File: src/rtl/core/mqttdf_pkg.sv
// Shared types and constants for the MQTT inbound packet deframer.
`default_nettype none
package mqttdf_pkg;

    localparam int BUF_W = 21;
    localparam int TMO_W = 26;
    localparam int LEN_W = 28;
    localparam int ADDR_W = 3;
    localparam int DATA_W = 32;

    localparam logic [BUF_W-1:0] BUFFER_SIZE_RESET = 21'd256;
    localparam logic [TMO_W-1:0] TIMEOUT_RESET = 26'd5000;

    // register index, taken from paddr[2]
    localparam logic REG_BUFFER_SIZE = 1'b0;
    localparam logic REG_TIMEOUT = 1'b1;

    localparam logic REQ_BYTE = 1'b0;
    localparam logic REQ_TICK = 1'b1;

    localparam logic [2:0] ROLE_HEADER = 3'd0;
    localparam logic [2:0] ROLE_LENGTH = 3'd1;
    localparam logic [2:0] ROLE_TOPIC_LEN = 3'd2;
    localparam logic [2:0] ROLE_TOPIC = 3'd3;
    localparam logic [2:0] ROLE_PACKET_ID = 3'd4;
    localparam logic [2:0] ROLE_PAYLOAD = 3'd5;
    localparam logic [2:0] ROLE_OTHER = 3'd6;

    localparam logic [1:0] ERR_NONE = 2'd0;
    localparam logic [1:0] ERR_LEN_BYTES = 2'd1;
    localparam logic [1:0] ERR_BUFFER = 2'd2;
    localparam logic [1:0] ERR_TIMEOUT = 2'd3;

    localparam logic [3:0] TYPE_PUBLISH = 4'd3;
    localparam int HEADER_RESERVE = 5;
    localparam logic [2:0] MAX_LEN_BYTES = 3'd4;

    typedef struct packed {
        logic [7:0]       out_byte;
        logic [2:0]       byte_role;
        logic [3:0]       packet_type;
        logic [3:0]       packet_flags;
        logic [1:0]       qos_level;
        logic [LEN_W-1:0] remaining_length;
        logic             packet_end;
        logic [1:0]       error_code;
    } result_t;

    typedef struct packed {
        logic [BUF_W-1:0] buffer_size;
        logic [TMO_W-1:0] timeout_ticks;
    } cfg_t;

endpackage
`default_nettype wire

File: src/rtl/core/mqttdf_cfg.sv
// APB configuration registers of the deframer.
`default_nettype none
module mqttdf_cfg
(
    input  wire logic                           clk,
    input  wire logic                           rst_n,
    input  wire logic                           psel,
    input  wire logic                           penable,
    input  wire logic                           pwrite,
    input  wire logic [mqttdf_pkg::ADDR_W-1:0]  paddr,
    input  wire logic [mqttdf_pkg::DATA_W-1:0]  pwdata,
    output logic      [mqttdf_pkg::DATA_W-1:0]  prdata,
    output logic                                pready,
    output mqttdf_pkg::cfg_t                    cfg
);

    logic [mqttdf_pkg::BUF_W-1:0] buffer_size_reg;
    logic [mqttdf_pkg::TMO_W-1:0] timeout_reg;
    logic                         wr_en;

    assign wr_en  = psel & penable & pwrite;
    assign pready = 1'b1;

    always_ff @(posedge clk or negedge rst_n)
    begin
        if (!rst_n)
        begin
            buffer_size_reg <= mqttdf_pkg::BUFFER_SIZE_RESET;
            timeout_reg     <= mqttdf_pkg::TIMEOUT_RESET;
        end
        else if (wr_en)
        begin
            if (paddr[2] == mqttdf_pkg::REG_BUFFER_SIZE)
                buffer_size_reg <= pwdata[mqttdf_pkg::BUF_W-1:0];
            else
                timeout_reg <= pwdata[mqttdf_pkg::TMO_W-1:0];
        end
    end

    always_comb
    begin
        if (paddr[2] == mqttdf_pkg::REG_TIMEOUT)
            prdata = {{(mqttdf_pkg::DATA_W-mqttdf_pkg::TMO_W){1'b0}}, timeout_reg};
        else
            prdata = {{(mqttdf_pkg::DATA_W-mqttdf_pkg::BUF_W){1'b0}}, buffer_size_reg};
    end

    assign cfg.buffer_size   = buffer_size_reg;
    assign cfg.timeout_ticks = timeout_reg;

endmodule
`default_nettype wire

File: src/rtl/core/mqttdf_parse.sv
// Deframer state and combinational next-state / result logic.
`default_nettype none
module mqttdf_parse
(
    input  wire logic             clk,
    input  wire logic             rst_n,
    input  wire logic             fire,
    input  wire logic             req_type,
    input  wire logic [7:0]       in_byte,
    input  wire mqttdf_pkg::cfg_t cfg,
    output logic                  has_result,
    output mqttdf_pkg::result_t   result
);

    localparam logic [1:0] PH_IDLE = 2'd0;
    localparam logic [1:0] PH_LEN  = 2'd1;
    localparam logic [1:0] PH_BODY = 2'd2;

    localparam int LW = mqttdf_pkg::LEN_W;

    logic [1:0]                   phase_reg, phase_next;
    logic [7:0]                   header_reg, header_next;
    logic [LW-1:0]                accum_reg, accum_next;
    logic [2:0]                   len_cnt_reg, len_cnt_next;
    logic [LW-1:0]                body_cnt_reg, body_cnt_next;
    logic [15:0]                  topic_reg, topic_next;
    logic [mqttdf_pkg::TMO_W-1:0] tick_reg, tick_next;

    logic [mqttdf_pkg::TMO_W-1:0] tick_inc;
    logic [LW-1:0]                len_group;
    logic [LW-1:0]                accum_upd;
    logic                         over_buffer;
    logic [LW-1:0]                body_inc;
    logic [15:0]                  topic_upd;
    logic [LW:0]                  topic_lim;
    logic [LW:0]                  id_lim;
    logic [2:0]                   body_role;
    logic [7:0]                   res_byte;
    logic [2:0]                   res_role;
    logic                         res_end;
    logic [1:0]                   res_err;

    // length group placed at bit 7*count
    always_comb
    begin
        case (len_cnt_reg[1:0])
            2'd0:    len_group = {21'd0, in_byte[6:0]};
            2'd1:    len_group = {14'd0, in_byte[6:0], 7'd0};
            2'd2:    len_group = {7'd0, in_byte[6:0], 14'd0};
            default: len_group = {in_byte[6:0], 21'd0};
        endcase
    end

    assign accum_upd   = accum_reg | len_group;
    assign over_buffer = ({1'b0, accum_upd} + (LW+1)'(mqttdf_pkg::HEADER_RESERVE))
                         > (LW+1)'(cfg.buffer_size);
    assign tick_inc    = tick_reg + 1'b1;
    assign body_inc    = body_cnt_reg + 1'b1;

    always_comb
    begin
        if (body_cnt_reg == '0)
            topic_upd = {in_byte, 8'h00};
        else if (body_cnt_reg == LW'(1))
            topic_upd = {topic_reg[15:8], in_byte};
        else
            topic_upd = topic_reg;
    end

    assign topic_lim = (LW+1)'(topic_upd) + (LW+1)'(2);
    assign id_lim    = (LW+1)'(topic_upd) + (LW+1)'(4);

    always_comb
    begin
        if (header_reg[7:4] != mqttdf_pkg::TYPE_PUBLISH)
            body_role = mqttdf_pkg::ROLE_OTHER;
        else if (body_cnt_reg < LW'(2))
            body_role = mqttdf_pkg::ROLE_TOPIC_LEN;
        else if ({1'b0, body_cnt_reg} < topic_lim)
            body_role = mqttdf_pkg::ROLE_TOPIC;
        else if ((header_reg[2:1] != 2'd0) && ({1'b0, body_cnt_reg} < id_lim))
            body_role = mqttdf_pkg::ROLE_PACKET_ID;
        else
            body_role = mqttdf_pkg::ROLE_PAYLOAD;
    end

    always_comb
    begin
        phase_next    = phase_reg;
        header_next   = header_reg;
        accum_next    = accum_reg;
        len_cnt_next  = len_cnt_reg;
        body_cnt_next = body_cnt_reg;
        topic_next    = topic_reg;
        tick_next     = tick_reg;
        has_result    = 1'b0;
        res_byte      = in_byte;
        res_role      = mqttdf_pkg::ROLE_LENGTH;
        res_end       = 1'b0;
        res_err       = mqttdf_pkg::ERR_NONE;

        if (req_type == mqttdf_pkg::REQ_TICK)
        begin
            res_byte = 8'd0;
            res_role = mqttdf_pkg::ROLE_HEADER;
            if (phase_reg != PH_IDLE)
            begin
                if (tick_inc >= cfg.timeout_ticks)
                begin
                    has_result = 1'b1;
                    res_err    = mqttdf_pkg::ERR_TIMEOUT;
                    phase_next = PH_IDLE;
                    tick_next  = '0;
                end
                else
                    tick_next = tick_inc;
            end
        end
        else
        begin
            tick_next  = '0;
            has_result = 1'b1;
            unique case (phase_reg)
                PH_LEN:
                begin
                    if (len_cnt_reg >= mqttdf_pkg::MAX_LEN_BYTES)
                    begin
                        res_err    = mqttdf_pkg::ERR_LEN_BYTES;
                        phase_next = PH_IDLE;
                    end
                    else
                    begin
                        accum_next   = accum_upd;
                        len_cnt_next = len_cnt_reg + 1'b1;
                        if (in_byte[7])
                        begin
                            // more length bytes follow
                        end
                        else if (over_buffer)
                        begin
                            res_err    = mqttdf_pkg::ERR_BUFFER;
                            phase_next = PH_IDLE;
                        end
                        else if (accum_upd == '0)
                        begin
                            res_end    = 1'b1;
                            phase_next = PH_IDLE;
                        end
                        else
                        begin
                            phase_next    = PH_BODY;
                            body_cnt_next = '0;
                            topic_next    = '0;
                        end
                    end
                end
                PH_BODY:
                begin
                    topic_next    = topic_upd;
                    body_cnt_next = body_inc;
                    res_role      = body_role;
                    res_end       = (body_inc >= accum_reg);
                    if (res_end)
                        phase_next = PH_IDLE;
                end
                default:
                begin
                    // idle (or unused code): header byte
                    header_next   = in_byte;
                    accum_next    = '0;
                    len_cnt_next  = '0;
                    body_cnt_next = '0;
                    topic_next    = '0;
                    phase_next    = PH_LEN;
                    res_role      = mqttdf_pkg::ROLE_HEADER;
                end
            endcase
        end
    end

    // result fields reflect the state after this word
    assign result.out_byte         = res_byte;
    assign result.byte_role        = res_role;
    assign result.packet_type      = header_next[7:4];
    assign result.packet_flags     = header_next[3:0];
    assign result.qos_level        = header_next[2:1];
    assign result.remaining_length = accum_next;
    assign result.packet_end       = res_end;
    assign result.error_code       = res_err;

    always_ff @(posedge clk or negedge rst_n)
    begin
        if (!rst_n)
        begin
            phase_reg    <= PH_IDLE;
            header_reg   <= '0;
            accum_reg    <= '0;
            len_cnt_reg  <= '0;
            body_cnt_reg <= '0;
            topic_reg    <= '0;
            tick_reg     <= '0;
        end
        else if (fire)
        begin
            phase_reg    <= phase_next;
            header_reg   <= header_next;
            accum_reg    <= accum_next;
            len_cnt_reg  <= len_cnt_next;
            body_cnt_reg <= body_cnt_next;
            topic_reg    <= topic_next;
            tick_reg     <= tick_next;
        end
    end

endmodule
`default_nettype wire

File: src/rtl/core/mqtt_inbound_packet_deframer_unit.sv
// Top level of the MQTT inbound packet deframer: input register, parser, result register.
// Path: input register, parser, result register; a held word waits while the result register is full.
// Throughput: one word (byte or tick) per cycle, sustained, whenever out_ready holds high.
// The input register refills in the same cycle it drains; the result register is
// reloaded while its old word is taken, so neither side waits on the other.
// Reset (rst_n low, async): parser back to idle, counters and header cleared,
// buffer_size = 256, timeout_ticks = 5000, both valid flags low.
`default_nettype none
module mqtt_inbound_packet_deframer_unit
(
    input  wire logic                                clk,
    input  wire logic                                rst_n,

    // input words
    input  wire logic                                in_valid,
    output logic                                     in_ready,
    input  wire logic                                req_type,
    input  wire logic [7:0]                          in_byte,

    // result words
    output logic                                     out_valid,
    input  wire logic                                out_ready,
    output logic [7:0]                               out_byte,
    output logic [2:0]                               byte_role,
    output logic [3:0]                               packet_type,
    output logic [3:0]                               packet_flags,
    output logic [1:0]                               qos_level,
    output logic [mqttdf_pkg::LEN_W-1:0]             remaining_length,
    output logic                                     packet_end,
    output logic [1:0]                               error_code,

    // configuration
    input  wire logic                                psel,
    input  wire logic                                penable,
    input  wire logic                                pwrite,
    input  wire logic [mqttdf_pkg::ADDR_W-1:0]       paddr,
    input  wire logic [mqttdf_pkg::DATA_W-1:0]       pwdata,
    output logic      [mqttdf_pkg::DATA_W-1:0]       prdata,
    output logic                                     pready
);

    mqttdf_pkg::cfg_t    cfg;
    mqttdf_pkg::result_t result;
    mqttdf_pkg::result_t res_reg;

    logic       in_valid_reg, in_valid_next;
    logic       req_type_reg;
    logic [7:0] in_byte_reg;
    logic       out_valid_reg, out_valid_next;
    logic       has_result;
    logic       fire;
    logic       out_free;

    mqttdf_cfg u_cfg
    (
        .clk     (clk),
        .rst_n   (rst_n),
        .psel    (psel),
        .penable (penable),
        .pwrite  (pwrite),
        .paddr   (paddr),
        .pwdata  (pwdata),
        .prdata  (prdata),
        .pready  (pready),
        .cfg     (cfg)
    );

    // The held word is processed once the result register can take its result.
    // Ticks that give no result still wait for that slot; it costs nothing at full rate.
    assign out_free = !out_valid_reg || out_ready;
    assign fire     = in_valid_reg && out_free;
    assign in_ready = !in_valid_reg || fire;

    mqttdf_parse u_parse
    (
        .clk        (clk),
        .rst_n      (rst_n),
        .fire       (fire),
        .req_type   (req_type_reg),
        .in_byte    (in_byte_reg),
        .cfg        (cfg),
        .has_result (has_result),
        .result     (result)
    );

    always_comb
    begin
        if (in_valid && in_ready)
            in_valid_next = 1'b1;
        else if (fire)
            in_valid_next = 1'b0;
        else
            in_valid_next = in_valid_reg;

        if (fire && has_result)
            out_valid_next = 1'b1;
        else if (out_ready)
            out_valid_next = 1'b0;
        else
            out_valid_next = out_valid_reg;
    end

    always_ff @(posedge clk or negedge rst_n)
    begin
        if (!rst_n)
        begin
            in_valid_reg  <= 1'b0;
            out_valid_reg <= 1'b0;
        end
        else
        begin
            in_valid_reg  <= in_valid_next;
            out_valid_reg <= out_valid_next;
        end
    end

    // payload registers, no reset
    always_ff @(posedge clk)
    begin
        if (in_valid && in_ready)
        begin
            req_type_reg <= req_type;
            in_byte_reg  <= in_byte;
        end
        if (fire && has_result)
            res_reg <= result;
    end

    assign out_valid        = out_valid_reg;
    assign out_byte         = res_reg.out_byte;
    assign byte_role        = res_reg.byte_role;
    assign packet_type      = res_reg.packet_type;
    assign packet_flags     = res_reg.packet_flags;
    assign qos_level        = res_reg.qos_level;
    assign remaining_length = res_reg.remaining_length;
    assign packet_end       = res_reg.packet_end;
    assign error_code       = res_reg.error_code;

endmodule
`default_nettype wire
File: config.mk
export PLATFORM = sky130hd
export DESIGN_NAME = mqtt_inbound_packet_deframer_unit
export DESIGN_NICKNAME = d
export VERILOG_FILES = /design/src/rtl/core/mqttdf_pkg.sv /design/src/rtl/core/mqttdf_cfg.sv /design/src/rtl/core/mqttdf_parse.sv /design/src/rtl/core/mqtt_inbound_packet_deframer_unit.sv
export SDC_FILE = /design/constraint.sdc
export NUM_CORES = 1
export LEC_CHECK = 0
export BUFFER_PORTS_ARGS = -buffer_cell sky130_fd_sc_hd__clkbuf_2
export CAP_MARGIN = 10
export CORE_UTILIZATION = 29
export DETAILED_ROUTE_END_ITERATION = 16
export SYNTH_ARGS = -nofsm -noshare
export SYNTH_HDL_FRONTEND = slang
export SYNTH_SLANG_ARGS = --single-unit
export TNS_END_PERCENT = 50
File: constraint.sdc
create_clock -name clk -period 8.25 [get_ports clk]
set_clock_uncertainty 0.05 [all_clocks]
set_input_delay 1.65 -clock clk [delete_from_list [all_inputs] [get_ports clk]]
set_output_delay 1.65 -clock clk [all_outputs]
set_load 0.03 [all_outputs]
==> metrics.md <==
| Metric | Value |
|---|---|
| Place WS | `2110 ps` |
| Worst slew pin tran | `1190 ps` |
| Post-synthesis xor/xnor area fraction | `under 10%` |
| R2R cell count | `22` |
| Multiplexer share of the synthesized area | `a little under a tenth` |
| Die H | `228 um` |
| CP endpoint kind | `register` |
| Post-synth EDFFs | `59` |
| Most common cell after layout, fill and taps aside | `dfrtp_1` |
| Synthesized instance count | `1532` |
| Hold-critical path depth | `1` |
| Final slew viol count | `0` |
| Post-DP HPWL | `roughly 32000 um` |
| Clock sinks | `roughly 220` |
| Worst min-delay path startpoint | `u_parse.topic_reg[8]` |
| Yosys Warn Count | `0` |
| Status | `completed` |
| Fmax | `162 MHz` |
| Worst hold slack | `441 ps` |
| Setup slack after layout | `2060 ps` |
| Rel. slew slack | `20.7%` |
| Power per cell area | `roughly 240 nW/um^2` |
| Hold Path Class | `reg2reg` |
| R2R Setup Slk | `2060 ps` |
| Most frequent cells in the layout | `dfrtp_1 (154), nand2_1 (147), ha_1 (123)` |
| WP data required | `8640 ps` |
| Total GRT Usage | `about 16%` |
| Most Frequent Cell on Critical Path | `ha_1` |
| Final net count | `1801` |
| Post-synth ARST share | `73.1%` |
| Io pins | `138` |
| CTS Buf Count | `27` |
| Post-Synth Adder-Cell Area | `about a tenth` |
| Core Area | `50300 um^2` |
| Worst vdd ir | `~0.13 mV` |
| CP Depth | `22` |
| Avg Inst Size Synth | `9.68 um^2` |
| GPL Wtd Cong | `approximately 0.94` |
| Latest clock arrival within the worst-skew pair | `580 ps` |
| Max stage delay on crit path | `650 ps` |
| Clock Path Buffers | `3` |
| Startpoint types | `register` |
| Routed Antenna Nets | `0` |
| Die width | `228 um` |
| Clk root buf | `clkbuf_16` |
| First-pass GRT wire length | `68000 um` |
| Fin crit period | `6190 ps` |
| Tcrit/Tclk final | `about three quarters` |
| Diode count | `0` |
| Post CTS Setup Buffer Count | `0` |
| Sequential cell area | `5780 um^2` |
| FF+latch count, synth | `around 220` |
| Setup TNS | `0 ps` |
| Slowest-stage cell, CP | `nor2b_1` |
| Post-Synth Simple-Gate Area | `16.1%` |
| Setup-failing EPs final | `0` |
| DRT Pass-1 Iters | `6` |
| Post-CTS resize count | `0` |
| Yosys cell types | `76` |
| Max-cap violations | `0` |
| Worst-path clk slew | `60 ps` |
| Avg WL per Cell | `roughly 19 um` |
| GRT overflow | `0` |
| Crit path from | `u_parse.len_cnt_reg[0]` |
| Hold Buf Count CTS | `0` |
| Fillers | `5136` |
| Largest net degree at the start of global routing | `92` |
| Largest family of logic cells by synthesized area | `simple AND/OR/NAND/NOR gates` |
| Dominant synthesized flop cell | `dfrtp_1` |
| H-Tree Depth | `1` |
| Post-Syn Area | `14800 um^2` |
| Register area share after synthesis | `roughly 40%` |
| RR Endpoint | `u_parse.topic_reg[2]` |
| Clock tree from TritonCTS | `built` |
| Crit Path Class | `reg2reg` |
| RSZ-0062 raised after global routing | `false` |
| Vias in the first global route | `11.9k` |
| Routed vias/inst | `5.16` |
| DRT Wirelength | `43200 um` |
| CP top delay family | `compound AO/OA/AOI/OAI gates` |
| Vias after detailed routing | `~12k` |
| Share of layout cells above drive strength 1 | `19.1%` |
| Initial Util | `29.5%` |
| Initial antenna violation count | `1` |
| Worst R2R Start | `u_parse.len_cnt_reg[0]` |
| Initial DRC Count | `920` |
| Final hold vios | `0` |
| Site Rows | `82` |
| Worst-path cell chain | `inv_1 -> ha_1 -> nor2b_1 -> a21oi_1 -> inv_1 -> ha_1 -> a211o_1 -> nand4_1 -> nor2_1 -> xnor2_1 -> ha_1 -> a211oi_1 -> nand2_1 -> a2111oi_0 -> a211oi_1 -> o21ai_0 -> nand4_1 -> o31ai_4 -> buf_4 -> nand2_2 -> buf_4 -> mux2_1` |
| Area growth, synth to finish | `14.2%` |
| CP bufs+invs | `4` |
| Multi-input gate area | `8230 um^2` |
| Crit path max fanout | `30` |
| IO Port Bufs | `122` |
| Min-Delay Endpoint | `u_parse.topic_reg[8]` |
| Synth Area in Compound Gates | `14.1%` |
| Worst Path Arrival | `6580 ps` |
| Die area | `52000 um^2` |
| Drt drc | `0` |
| LEAKAGE | `7.59 nW` |
layout make-up:
| type | count | share of cell area [%] |
|---|---|---|
| multi-input cells | 1118 | 48.6 |
| flip-flops and latches | 219 | 34.2 |
| well taps | 672 | 4.97 |
| repair buffers | 143 | 4.57 |
| clock buffers | 37 | 4.33 |
| inverters | 118 | 2.62 |
| clock inverters | 13 | 0.783 |
through the flow:
stage / power (mW) / instance area [um^2] / utilization (%) / std cells
after floorplan: 2.52 / 14800 / - / 1537
after global placement: 2.95 / 16100 / 32.0 / 2270
after detailed placement: 2.98 / 16100 / 32.0 / 2270
after CTS: 4.18 / 16900 / 33.7 / 2320
after global routing: 4.41 / 16900 / 33.7 / 2320
final: 4.15 / 16900 / 33.7 / 2320
Yosys cell counts (4+ instances only):
library cell / instances / share of area, %
and3_1: 22 / 0.93
mux2_2: 95 / 7.2
clkbuf_1: 54 / 1.4
xnor2_1: 62 / 3.7
buf_1: 5 / 0.13
o41ai_2: 4 / 0.44
nand3_1: 51 / 1.7
nand4_1: 35 / 1.5
a31o_2: 11 / 0.65
or2_1: 4 / 0.17
nor3b_1: 4 / 0.20
a22o_1: 34 / 2.0
xor2_1: 29 / 1.7
o22ai_1: 9 / 0.38
a21oi_1: 58 / 2.0
dfstp_2: 6 / 1.1
ha_1: 123 / 10
a211oi_1: 8 / 0.41
buf_6: 6 / 0.46
nor4_1: 20 / 0.84
nand4b_1: 4 / 0.24
nor3_1: 24 / 0.81
a21o_1: 38 / 1.9
o2bb2ai_1: 10 / 0.59
nand2_1: 148 / 3.7
nor2b_1: 21 / 0.89
mux2i_1: 29 / 2.0
and2_1: 13 / 0.55
o41ai_1: 4 / 0.24
edfxtp_1: 59 / 12
o21a_1: 7 / 0.35
or3_1: 5 / 0.21
dfrtp_1: 154 / 26
inv_1: 117 / 3.0
nand3b_1: 12 / 0.61
buf_2: 7 / 0.24
buf_4: 9 / 0.46
o211ai_1: 6 / 0.30
nand2b_1: 7 / 0.30
nor2_1: 70 / 1.8
and4_1: 13 / 0.77
a31oi_1: 7 / 0.30
o21ai_0: 78 / 2.6
power breakdown:
group | switching [mW] | leakage [nW] | total, mW | internal [mW]
Clock | 0.491 | 0.405 | 1.18 | 0.685
Sequential | 0.128 | 2.66 | 1.42 | 1.29
Combinational | 0.987 | 4.52 | 1.55 | 0.564
Total | 1.61 | 7.59 | 4.15 | 2.54
routing by layer:
metal  wire length (um)  up-vias  part of all wire, %  GRT usage (%)
li1                   -     5666                    -              -
met1              19600     5918                   45           22.3
met2              20100      315                   46           26.8
met3               2560       62                  5.9           2.78
met4                949        2                  2.2           4.28
met5                 13        -                0.030              0
worst max-delay path by stage:
stage                                 endpoint  slack [ps]
after floorplan                   byte_role[0]        2460
after global placement    u_parse.topic_reg[2]        2190
after detailed placement  u_parse.topic_reg[2]        2110
after CTS                 u_parse.topic_reg[2]        2110
after global routing      u_parse.topic_reg[2]        1440
final                     u_parse.topic_reg[2]        2060
kinds of logic (layout without fill, tap and decap cells):
group	after synthesis	count (layout)
other cells	2	7
simple gates	467	467
compound gates	305	305
fa+ha+maj	123	123
flops	219	219
xor+xnor	91	91
mux	125	125
buf+inv	200	311
Note: power is estimated with default switching activity, not from simulation.
